==> src/spbf_pkg.sv <==
// Shared types and constants for the shortest path block.
// Used by the controller, the datapath and the top level; no dependencies.
`timescale 1ns / 1ps

package spbf_pkg;

  // Graph size and number formats.
  localparam int MAX_VERTICES = 32;
  localparam int VIDX_BITS    = $clog2(MAX_VERTICES);
  localparam int CNT_BITS     = VIDX_BITS + 1;
  localparam int WEIGHT_BITS  = 16;
  localparam int DIST_BITS    = 24;
  localparam int WADDR_BITS   = 2 * VIDX_BITS;
  localparam int CFG_BITS     = 6;

  // This weight marks a missing edge; it is also the non-source start distance.
  localparam logic [DIST_BITS-1:0] NO_EDGE  = DIST_BITS'(32767);
  localparam logic [DIST_BITS-1:0] DIST_MAX = {1'b0, {(DIST_BITS-1){1'b1}}};
  localparam logic [DIST_BITS-1:0] DIST_MIN = {1'b1, {(DIST_BITS-1){1'b0}}};

  // Configuration register indexes.
  localparam logic REG_VERTEX_COUNT  = 1'b0;
  localparam logic REG_SOURCE_VERTEX = 1'b1;

  // Input item modes.
  localparam logic MODE_LOAD = 1'b0;
  localparam logic MODE_RUN  = 1'b1;

  // Controller states, one-hot.
  typedef enum logic [5:0] {
    S_IDLE = 6'b000001,
    S_INIT = 6'b000010,
    S_VRD  = 6'b000100,
    S_URD  = 6'b001000,
    S_CMP  = 6'b010000,
    S_OUT  = 6'b100000
  } state_t;

  // Commands from the controller to the datapath.
  typedef struct packed {
    logic                 load_wr;
    logic                 init_wr;
    logic                 init_src;
    logic                 rd_v;
    logic                 latch_dv;
    logic                 relax;
    logic                 out_issue;
    logic                 out_last;
    logic [VIDX_BITS-1:0] v;
    logic [VIDX_BITS-1:0] u;
  } cmd_t;

endpackage

==> src/spbf_ctrl.sv <==
// Controller state machine: sequences init, relaxation passes and result sweep.
// Depends on spbf_pkg.
`timescale 1ns / 1ps

module spbf_ctrl (
  input  logic                          clk,
  input  logic                          rst,
  input  logic                          start,
  input  logic                          mode,
  input  logic [spbf_pkg::CNT_BITS-1:0] n_eff,
  input  logic [spbf_pkg::VIDX_BITS-1:0] source,
  output logic                          busy,
  output spbf_pkg::cmd_t                cmd
);

  spbf_pkg::state_t state, state_next;
  logic [spbf_pkg::VIDX_BITS-1:0] v, v_next;
  logic [spbf_pkg::VIDX_BITS-1:0] u, u_next;
  logic [spbf_pkg::VIDX_BITS-1:0] pass_counter, pass_counter_next;
  logic [spbf_pkg::CNT_BITS-1:0]  n_run, n_run_next;
  logic [spbf_pkg::CNT_BITS-1:0]  n_last;
  logic                           u_end;
  logic                           v_end;
  logic                           accept;

  assign busy   = (state != spbf_pkg::S_IDLE);
  assign accept = start && !busy;
  assign n_last = n_run - spbf_pkg::CNT_BITS'(1);
  assign u_end  = ({1'b0, u} == n_last);
  assign v_end  = ({1'b0, v} == n_last);

  // Next state and counters.
  always_comb begin
    state_next        = state;
    v_next            = v;
    u_next            = u;
    pass_counter_next = pass_counter;
    n_run_next        = n_run;
    unique case (state)
      spbf_pkg::S_IDLE: begin
        if (accept && mode == spbf_pkg::MODE_RUN) begin
          state_next        = spbf_pkg::S_INIT;
          n_run_next        = n_eff;
          u_next            = '0;
          v_next            = '0;
          pass_counter_next = '0;
        end
      end
      spbf_pkg::S_INIT: begin
        if (u_end) begin
          u_next = '0;
          if (n_run == spbf_pkg::CNT_BITS'(1)) begin
            state_next = spbf_pkg::S_OUT;
          end else begin
            state_next = spbf_pkg::S_VRD;
          end
        end else begin
          u_next = u + spbf_pkg::VIDX_BITS'(1);
        end
      end
      spbf_pkg::S_VRD: begin
        state_next = spbf_pkg::S_URD;
      end
      spbf_pkg::S_URD: begin
        state_next = spbf_pkg::S_CMP;
      end
      spbf_pkg::S_CMP: begin
        if (u_end) begin
          u_next = '0;
          if (v_end) begin
            v_next            = '0;
            pass_counter_next = pass_counter + spbf_pkg::VIDX_BITS'(1);
            if ({1'b0, pass_counter_next} == n_last) begin
              state_next = spbf_pkg::S_OUT;
            end else begin
              state_next = spbf_pkg::S_VRD;
            end
          end else begin
            v_next     = v + spbf_pkg::VIDX_BITS'(1);
            state_next = spbf_pkg::S_VRD;
          end
        end else begin
          u_next     = u + spbf_pkg::VIDX_BITS'(1);
          state_next = spbf_pkg::S_URD;
        end
      end
      spbf_pkg::S_OUT: begin
        if (u_end) begin
          u_next     = '0;
          state_next = spbf_pkg::S_IDLE;
        end else begin
          u_next = u + spbf_pkg::VIDX_BITS'(1);
        end
      end
      default: begin
        state_next = spbf_pkg::S_IDLE;
      end
    endcase
  end

  // State and counter registers.
  always_ff @(posedge clk) begin
    if (rst) begin
      state        <= spbf_pkg::S_IDLE;
      v            <= '0;
      u            <= '0;
      pass_counter <= '0;
      n_run        <= spbf_pkg::CNT_BITS'(spbf_pkg::MAX_VERTICES);
    end else begin
      state        <= state_next;
      v            <= v_next;
      u            <= u_next;
      pass_counter <= pass_counter_next;
      n_run        <= n_run_next;
    end
  end

  // Commands to the datapath.
  always_comb begin
    cmd           = '0;
    cmd.v         = v;
    cmd.u         = u;
    cmd.load_wr   = accept && (mode == spbf_pkg::MODE_LOAD);
    cmd.init_wr   = (state == spbf_pkg::S_INIT);
    cmd.init_src  = (u == source);
    cmd.rd_v      = (state == spbf_pkg::S_VRD);
    cmd.latch_dv  = (state == spbf_pkg::S_URD) && (u == '0);
    cmd.relax     = (state == spbf_pkg::S_CMP);
    cmd.out_issue = (state == spbf_pkg::S_OUT);
    cmd.out_last  = (state == spbf_pkg::S_OUT) && u_end;
  end

endmodule

==> config.mk <==
export PLATFORM = sky130hd
export DESIGN_NAME = spbf_ctrl
export DESIGN_NICKNAME = d
export VERILOG_FILES = /design/src/spbf_pkg.sv /design/src/spbf_ctrl.sv
export SDC_FILE = /design/constraint.sdc
export NUM_CORES = 1
export LEC_CHECK = 0
export ABC_AREA = 0
export BUFFER_PORTS_ARGS = -buffer_cell sky130_fd_sc_hd__buf_4
export CELL_PAD_IN_SITES_DETAIL_PLACEMENT = 1
export CELL_PAD_IN_SITES_GLOBAL_PLACEMENT = 1
export CORE_MARGIN = 1
export CORE_UTILIZATION = 43
export CTS_BUF_LIST = sky130_fd_sc_hd__clkbuf_2 sky130_fd_sc_hd__clkbuf_4 sky130_fd_sc_hd__clkbuf_8
export CTS_CLUSTER_SIZE = 40
export DETAILED_ROUTE_END_ITERATION = 8
export PLACE_DENSITY_LB_ADDON = 0.1
export SYNTH_ARGS = -nofsm -noshare
export SYNTH_HDL_FRONTEND = slang
export SYNTH_SLANG_ARGS = --single-unit
==> constraint.sdc <==
create_clock -name clk -period 3.06 [get_ports clk]
set_input_delay 0.306 -clock clk [delete_from_list [all_inputs] [get_ports clk]]
set_output_delay 0.306 -clock clk [all_outputs]
set_load 0.02 [all_outputs]
==> results of run 1 <==
-- critical path, cell delays in order (launching register included) --
cell and delay, ps:
dfxtp_1 450, inv_1 100, ha_1 260, xor3_4 330
nand3b_1 190, and4bb_4 370, nand2_1 200, nor2_1 150
buf_4 150
-- layer usage --
metal  vias to the layer above  routed length [um]  global-route usage
met5                         -                   0                   0
met4                         0                  66             0.09115
met3                         6                 127             0.03500
met2                        30                2842              0.4718
met1                       835                2131              0.2586
li1                        821                   -                   -
-- sequential cells by signal, indices dropped and copies added (netlist names) --
register	cells
n_run	6
pass_counter	5
u	5
v	5
state	6
-- through the flow --
step	util	cells	cell area (um2)
5_1_grt	0.5342	293	2198
4_1_cts	0.5339	293	2197
3_5_place_dp	0.5227	289	2151
3_3_place_gp	0.5227	289	2151
2_1_floorplan	-	217	1898
6_report	0.5342	293	2198
-- cell type report --
cell class	instances	share of cell area
tap	50	0.02846
clock buffer	3	0.01878
sequential	27	0.2464
clock inverter	1	0.002277
timing repair buffer	35	0.1195
multi-input combinational	170	0.5726
inverter	7	0.01195
-- timing repair --
action | 4_1_cts | 5_1_grt
endpoints found under the setup margin | 0 | 1
gates resized for setup | 0 | 1
setup buffers | 0 | 0
-- worst paths after layout --
path	startpoint	to	slack (ps)	depth (start not counted)
max	n_run[1]	cmd[10]	260	8
min	n_eff[5]	n_run[5]	230	2
max reg2reg	n_run[1]	pass_counter[2]	420	9
min reg2reg	pass_counter[3]	pass_counter[3]	570	2
-- power by group through the flow --
stage	Sequential [W]	Clock [W]	Combinational, W
6_report	0.000391	0.000207	0.000239
5_1_grt	0.000395	0.000230	0.000261
4_1_cts	0.000391	0.000215	0.000242
3_5_place_dp	0.000399	0	0.000238
3_3_place_gp	0.000397	0	0.000224
2_1_floorplan	0.000383	0	0.000187
-- placed cells by master (no fill, tap or decap), drive strengths merged, types with 2 or more instances in the layout --
master,synthesis,final
a211oi,3,3
a21oi,8,8
a22oi,2,2
a31oi,4,4
and3b,2,2
buf,8,35
clkbuf,5,3
dfxtp,27,27
ha,6,6
inv,7,7
mux2i,7,7
nand2,12,12
nand2b,4,4
nand3,11,11
nand3b,5,5
nor2,25,25
nor2b,3,3
nor3,5,5
nor3b,2,2
nor4,3,3
nor4b,4,4
o211ai,2,2
o21ai,7,7
or2,3,3
or3,5,5
xnor2,15,15
xnor3,2,2
xor2,9,9
xor3,2,2
-- logic make-up after synthesis --
logic type                 after synthesis
and+or+nand+nor                         93
muxes                                    7
DFF                                     27
xor gates and xnor gates                28
AOI/OAI and AO/OA                       36
adders and majority gates                6
buffers and inverters                   20
==> run metrics, run 1 <==
Lkg Pwr 0.8779 nW; nature of the critical path endpoint primary output; Async SR Flop Fraction 0; Hold Crit Class input port to flop; status finished, final reports clean; final net count 265; skew final 3.716 ps; Max Root-Sink Buffers 2; clk root buf clkbuf_8; CP Data Required Time 2750 ps; Seq cells post-synth 27; Residual DRC 0; Initial DRC Count 58; First-pass DRT Iterations 4; Worst-Margin Slew 739.2 ps; CTS tree built; Post-synth EDFFs 0; compound-gate portion of the synthesized area 0.1417; Mean Syn Cell Area 8.747 um2; max cap viols 0; combinational cell fraction of total power 0.286; Power Internal between 0.0005 and 0.0006 W; Netlist Area Pre-Place 1898 um2; antenna-violating nets left 0; diode count 0; CP Class flop to primary output; DR vias/cell 5.775; initial antenna violation count 0; Synth Warn # 0; CTS Buf Count 3; XOR/XNOR share of the synthesized area 0.1635; sequential share of power 0.467; Die X 68.44 um; gr ovfl total 0; setup slack at placement 366.1 ps; die area 4684 um2; area share of fa/ha/maj cells after synthesis 0.03955; Fmax achieved 356.9 MHz; Gate Count Post-Synth roughly 220; power share of the clock group 0.247; RSZ-0062 raised after global routing no; num ports 34; max_slew headroom 0.5002; post-synthesis sequential area ratio 0.2848; Hold WS between 200 and 250 ps; CTS Hold Buffers Added 0; area of the multi-input gates between 1000 and 1500 um2; crit start category flop; Initial Util 0.4612; GRT Total Usage 0.2429; simple-gate portion of the synthesized area 0.2815; WL final 5168 um; Switch Pwr 0.0002674 W; worst vdd ir between 0.15 and 0.2 mV; top post-synthesis cells by count dfxtp_1, nor2_1, xnor2_1; final setup fails 0; Core ar. 4115 um2; count leader, synth dfxtp_1; Data arrival, critical path 2500 ps; port buffer count 33; Final Max Slew Viols 0; FILL cells 492; Rows 23; routed length per placed instance 17.64 um; clock-pin slew on the worst setup and hold paths 100 ps; post-synth top area cell dfxtp_1; multiplexer area fraction after synthesis 0.03691; htree depth 1; Die H ~70 um; worst skew pair latency 280 ps; Cell variety after synth 55; clk sinks 27; layout cell share with drive strength beyond 1 0.2181; Setup TNS 0 ps; Synth Flop Type dfxtp_1; Post-Syn Nets 238; combinational family with the most area after synthesis simple AND/OR/NAND/NOR gates; largest net degree at the start of global routing 24; Power Density 381.2 nW/um2; vias in the first global route approximately 1800; Period Utilization, post-route 0.9156; top-area cell type share of the netlist area 0.2848; total power ~0.00084 W; Storage cell area 541.8 um2; via count 1692; Final Hold Viols 0; GP Congestion around 0.9; Switching Share 0.3191; Area Growth Syn to Fin 15.82%; fin crit period 2802 ps; Final WS setup 258.3 ps; Synth area leaders dfxtp_1, xnor2_1, nor2_1; DP HPWL 3959 um; first-pass GRT wire length 8342 um; crit-path max FO 8
No activity file was read; power rests on OpenSTA's default activity.
==> run 2, diff against run 1 <==
--- a/config.mk
+++ b/config.mk
@@ -14,7 +14,7 @@
 export CTS_BUF_LIST = sky130_fd_sc_hd__clkbuf_2 sky130_fd_sc_hd__clkbuf_4 sky130_fd_sc_hd__clkbuf_8
 export CTS_CLUSTER_SIZE = 40
 export DETAILED_ROUTE_END_ITERATION = 8
-export PLACE_DENSITY_LB_ADDON = 0.1
+export PLACE_DENSITY_LB_ADDON = 0.3
 export SYNTH_ARGS = -nofsm -noshare
 export SYNTH_HDL_FRONTEND = slang
 export SYNTH_SLANG_ARGS = --single-unit
==> run 2 against run 1 <==
  * Register-to-register slack improved by 90 ps
  * Fmax up 1.1%
  * Flip-flop and latch count did not move
  * Sequential share of layout area about the same
  * Critical path depth did not move
  * Clock skew rose by 3.0 ps
  * Setup slack gained 32 ps
  * Critical path type unchanged
  * Largest power group unchanged
==> run metrics, run 2 (synthesis gave the netlist of run 1 again) <==
skew final 6.715 ps (+2.999 ps); most frequent cells in the layout buf_4, dfxtp_1, nor2_1; Rows 23 (unchanged); largest net degree at the start of global routing 24 (unchanged); slowest stage delay, CP 440 ps (about the same); crit start category flop; clk sinks 27 (unchanged); critical path's top delay family simple AND/OR/NAND/NOR gates; htree depth 1 (unchanged); Worst-Margin Slew 707.6 ps (-31.62 ps); Worst Path Buf+Inv 2 (unchanged); nature of the critical path endpoint primary output; Max Root-Sink Buffers 2 (unchanged); Die H 68.44 um (unchanged); routed length per placed instance 15.14 um (-14%); antenna-violating nets left 0 (unchanged); Final WS setup 290.1 ps (+31.83 ps); setup slack at placement 469.0 ps (+102.9 ps); initial antenna violation count 0 (unchanged); Residual DRC 0 (unchanged); CP Class flop to primary output; diode count 0 (unchanged); Initial Util 0.4612 (unchanged); DR vias/cell 5.611 (-2.8%); WL final 4437 um (-14%); Storage cell area 541.8 um2 (unchanged); final setup fails 0 (unchanged); crit-path max FO 8 (unchanged); CTS Hold Buffers Added 0 (unchanged); max cap viols 0 (unchanged); Setup TNS 0 ps (unchanged); die area 4684 um2 (unchanged); max_slew headroom 0.5216 (+0.02138); Lkg Pwr 0.8786 nW (about the same); First-pass DRT Iterations 4 (unchanged); worst vdd ir 0.2379 mV (+49%); first-pass GRT wire length 7452 um (-11%); Area Growth Syn to Fin 15.95%; CTS Buf Count 3 (unchanged); RSZ-0062 raised after global routing no; DP HPWL 3460 um (-13%); Core ar. 4115 um2 (unchanged); clk root buf clkbuf_8; GRT Total Usage 0.2133 (-0.02957); Die X 68.44 um (unchanged); vias in the first global route 1669 (-5.8%); Fmax achieved 361.0 MHz (+1.1%); num ports 34 (unchanged); CP Data Required Time 2750 ps (about the same); Initial DRC Count 68 (+17%); Hold WS 217.1 ps (-8.177 ps); port buffer count 33 (unchanged); worst skew pair latency 280 ps (about the same); Crit-path slowest cell dfxtp_1; Core Util, Final 0.5348 (+0.0006080); fin crit period 2770 ps (-31.83 ps); Final Max Slew Viols 0 (unchanged); status finished, final reports clean; via count 1644 (-2.8%); commonest non-fill, non-tap cell in the layout buf_4; Hold Crit Class input port to flop; CTS tree built; Final Hold Viols 0 (unchanged); Data arrival, critical path 2460 ps (-40 ps); total power 0.0008374 W (about the same); gr ovfl total 0 (unchanged); final net count 265 (unchanged); crit-path cells inv_1, ha_1, xor3_4, nand3b_1, and4bb_4, nand2_1, nor2_1, buf_4; Top Registers n_run (6), state (6); area of the multi-input gates 1259 um2 (unchanged); clock-pin slew on the worst setup and hold paths 90 ps (about the same); FILL cells 520 (+5.7%); Power Density 380.5 nW/um2 (-0.20%); layout cell share with drive strength beyond 1 0.2181 (unchanged); Period Utilization, post-route 0.9052 (-0.01040); GP Congestion 0.8380 (-8.4%)
[run 2: cell types whose count changed in the layout (fill, tap and decap cells not counted), sizes merged]
cell / previous run / this run
clkbuf: 3 / 4
clkinv: 1 / 0
[run 2: layout make-up]
type / count / share of cell area
timing repair buffer: 35 / 0.1194
clock buffer: 4 / 0.02217
sequential: 27 / 0.2462
tap: 50 / 0.02843
multi-input combinational: 170 / 0.5719
inverter: 7 / 0.01194
[run 2: where the power goes]
part,switching [W],leakage (nW),internal (W)
clock network,0.000113,0.0262,0.000103
registers,0.0000269,0.219,0.000364
logic,0.000116,0.633,0.000115
[run 2: per-layer routing]
metal	share of wire	track usage	vias up
met3	0.024	0.02000	9
met2	0.48	0.3664	28
met4	0.026	0.1146	0
li1	-	-	821
met1	0.47	0.2596	786
met5	0	0	-
[run 2: path summary, 6_finish.rpt]
path                        start  cells past startpoint         endpoint  slack [ps]
hold / removal           n_eff[5]                      2         n_run[5]         220
setup / recovery         n_run[1]                      8          cmd[10]         290
setup reg to reg         n_run[1]                      9  pass_counter[2]         510
hold reg to reg   pass_counter[4]                      2  pass_counter[4]         500
[run 2: what timing repair did]
action | in CTS | in global routing
gates resized for setup | 0 | 1
setup buffers | 0 | 0
setup endpoints to repair | 0 | 1
endpoints found under the hold margin | 0 | 0
[run 2: per-stage QoR]
stage | cells | instance area (um2)
floorplan | 217 | 1898
global placement | 289 | 2151
detailed placement | 289 | 2151
CTS | 293 | 2200
global route | 293 | 2201
finish | 293 | 2201
==> run 3, diff against run 2 <==
--- a/config.mk
+++ b/config.mk
@@ -9,8 +9,7 @@
 export BUFFER_PORTS_ARGS = -buffer_cell sky130_fd_sc_hd__buf_4
 export CELL_PAD_IN_SITES_DETAIL_PLACEMENT = 1
 export CELL_PAD_IN_SITES_GLOBAL_PLACEMENT = 1
-export CORE_MARGIN = 1
-export CORE_UTILIZATION = 43
+export CORE_UTILIZATION = 40
 export CTS_BUF_LIST = sky130_fd_sc_hd__clkbuf_2 sky130_fd_sc_hd__clkbuf_4 sky130_fd_sc_hd__clkbuf_8
 export CTS_CLUSTER_SIZE = 40
 export DETAILED_ROUTE_END_ITERATION = 8
==> run 3 against run 2 <==
  * Register-to-register slack lost 110 ps
  * Non-clock buffer count is 1 higher
  * Routed wire length down 2.5%
  * Largest power group unchanged
==> run metrics, run 3 (synthesis gave the netlist of run 1 again) <==
status finished, final reports clean; clk root buf clkbuf_8; gr ovfl total 0 (unchanged); CP Data Required Time 2750 ps (about the same); Core Util, Final 0.4972 (-0.03763); vias in the first global route 1560 (-6.5%); antenna-violating nets left 0 (unchanged); most frequent cells in the layout buf_4, dfxtp_1, nor2_1; slowest stage delay, CP 570 ps (+130 ps); Area Growth Syn to Fin 16.41%; R2R Path End pass_counter[0]; Initial Util 0.4271 (-0.03415); crit-path cells inv_1, ha_1, xor3_4, nand3b_1, and4bb_4, nand2_1, nor2_1, buf_4; fin area 2210 um2 (+0.40%); GRT Total Usage 0.1867 (-0.02654); crit-path max FO 9 (+1); Core ar. 4444 um2 (+8.0%); DP HPWL 3383 um (-2.2%); hold path depth 2 (unchanged); die area 5025 um2 (+7.3%); internal reg-to-reg setup slack 400 ps (-110 ps); DR vias/cell 5.453 (-2.8%); Lkg Pwr 0.8836 nW (+0.57%); fin crit period 2889 ps (+119.6 ps); Power Density 378.5 nW/um2 (-0.53%); Worst Path Buf+Inv 2 (unchanged); first-pass GRT wire length 7548 um (+1.3%); Final Max Slew Viols 0 (unchanged); clk sinks 27 (unchanged); Rows 24 (+4.3%); worst vdd ir 0.1850 mV (-22%); Hold EP n_run[5]; critical path's top delay family simple AND/OR/NAND/NOR gates; num ports 34 (unchanged); largest net degree at the start of global routing 24 (unchanged); First-pass DRT Iterations 6 (+2); Die H 70.89 um (+3.6%); Max Root-Sink Buffers 2 (unchanged); Data arrival, critical path 2580 ps (+120 ps); skew final 1.838 ps (-4.878 ps); RSZ-0062 raised after global routing no; layout cell share with drive strength beyond 1 0.2172 (-0.0008939); Fmax achieved 346.1 MHz (-4.1%); Initial DRC Count 61 (-10%); Residual DRC 0 (unchanged); Final Hold Viols 0 (unchanged); Worst-Margin Slew 510.6 ps (-197.0 ps); worst hold path startpoint n_eff[5]; max cap viols 0 (unchanged); CP Class flop to primary output; Post CTS Setup Buffer Count 0 (unchanged); CTS Buf Count 3 (unchanged); Crit-path slowest cell dfxtp_1; htree depth 1 (unchanged); Period Utilization, post-route 0.9443 (+0.03908); R2R depth 9 (unchanged); DP Area 2161 um2 (+0.47%); Hold Crit Class input port to flop; GP Congestion 0.8160 (-2.6%); CTS Hold Buffers Added 0 (unchanged); routed length per placed instance 14.61 um (-3.5%); reg2reg start n_run[0]; Resize count post-CTS 0 (unchanged); Setup TNS 0 ps (unchanged); nature of the critical path endpoint primary output; clock-pin slew on the worst setup and hold paths 90 ps (about the same); Top Registers n_run (6), state (6); diode count 0 (unchanged); initial antenna violation count 0 (unchanged); Die X 70.89 um (+3.6%); CTS tree built; WL final 4326 um (-2.5%); crit start category flop; worst skew pair latency 270 ps (about the same); final net count 266 (+0.38%); commonest non-fill, non-tap cell in the layout buf_4; Layout Cells excl Fill 296 (+1.0%); max_slew headroom 0.6583 (+0.1367); via count 1614 (-1.8%); final setup fails 0 (unchanged); placed insts 292 (+1.0%); port buffer count 33 (unchanged)
-- run 3: cell types whose count changed in the layout (fill, tap and decap cells not counted), sizes merged --
cell / change
buf: +1
-- run 3: cell type report --
type	instances	area [um2]
clock buffers	4	48.80
fillers	545	2235
inverters	7	26.28
multi-input cells	170	1259
flip-flops and latches	27	540.5
well taps	52	65.06
repair buffers	36	270.3
-- run 3: how the worst max path moves through the flow --
stage	start	end	slack, ps	depth (start not counted)
after floorplan	n_run[0]	pass_counter[2]	670	9
after global placement	n_run[0]	cmd[10]	560	8
after detailed placement	n_run[0]	pass_counter[0]	470	9
after CTS	n_run[0]	cmd[10]	160	8
after global routing	n_run[0]	cmd[10]	20	8
final	n_run[0]	cmd[10]	170	8
-- run 3: per-layer routing --
metal,vias to the layer above,global-route usage,routed length [um]
met5,-,0,0
met4,0,0.07333,51
met3,4,0.01994,97
met2,24,0.3088,2077
met1,762,0.2507,2099
li1,824,-,-
-- run 3: report_power, final --
part,switching [W],internal (W),total [W]
registers,0.0000266,0.000364,0.000390
logic,0.000116,0.000115,0.000231
clock network,0.000112,0.000102,0.000215
total,0.000255,0.000581,0.000836
-- run 3: metrics by stage --
| step | worst slack (ps) | total power, W | hold slack, ps |
|---|---|---|---|
| after detailed placement | 473.3 | 0.0006330 | 495.3 |
| after CTS | 156.7 | 0.0008499 | 219.8 |
| final | 170.5 | 0.0008362 | 226.4 |
| after global routing | 16.83 | 0.0008876 | 218.7 |
| after global placement | 560.3 | 0.0006244 | 489.3 |
| after floorplan | 674.4 | 0.0005709 | 423.9 |
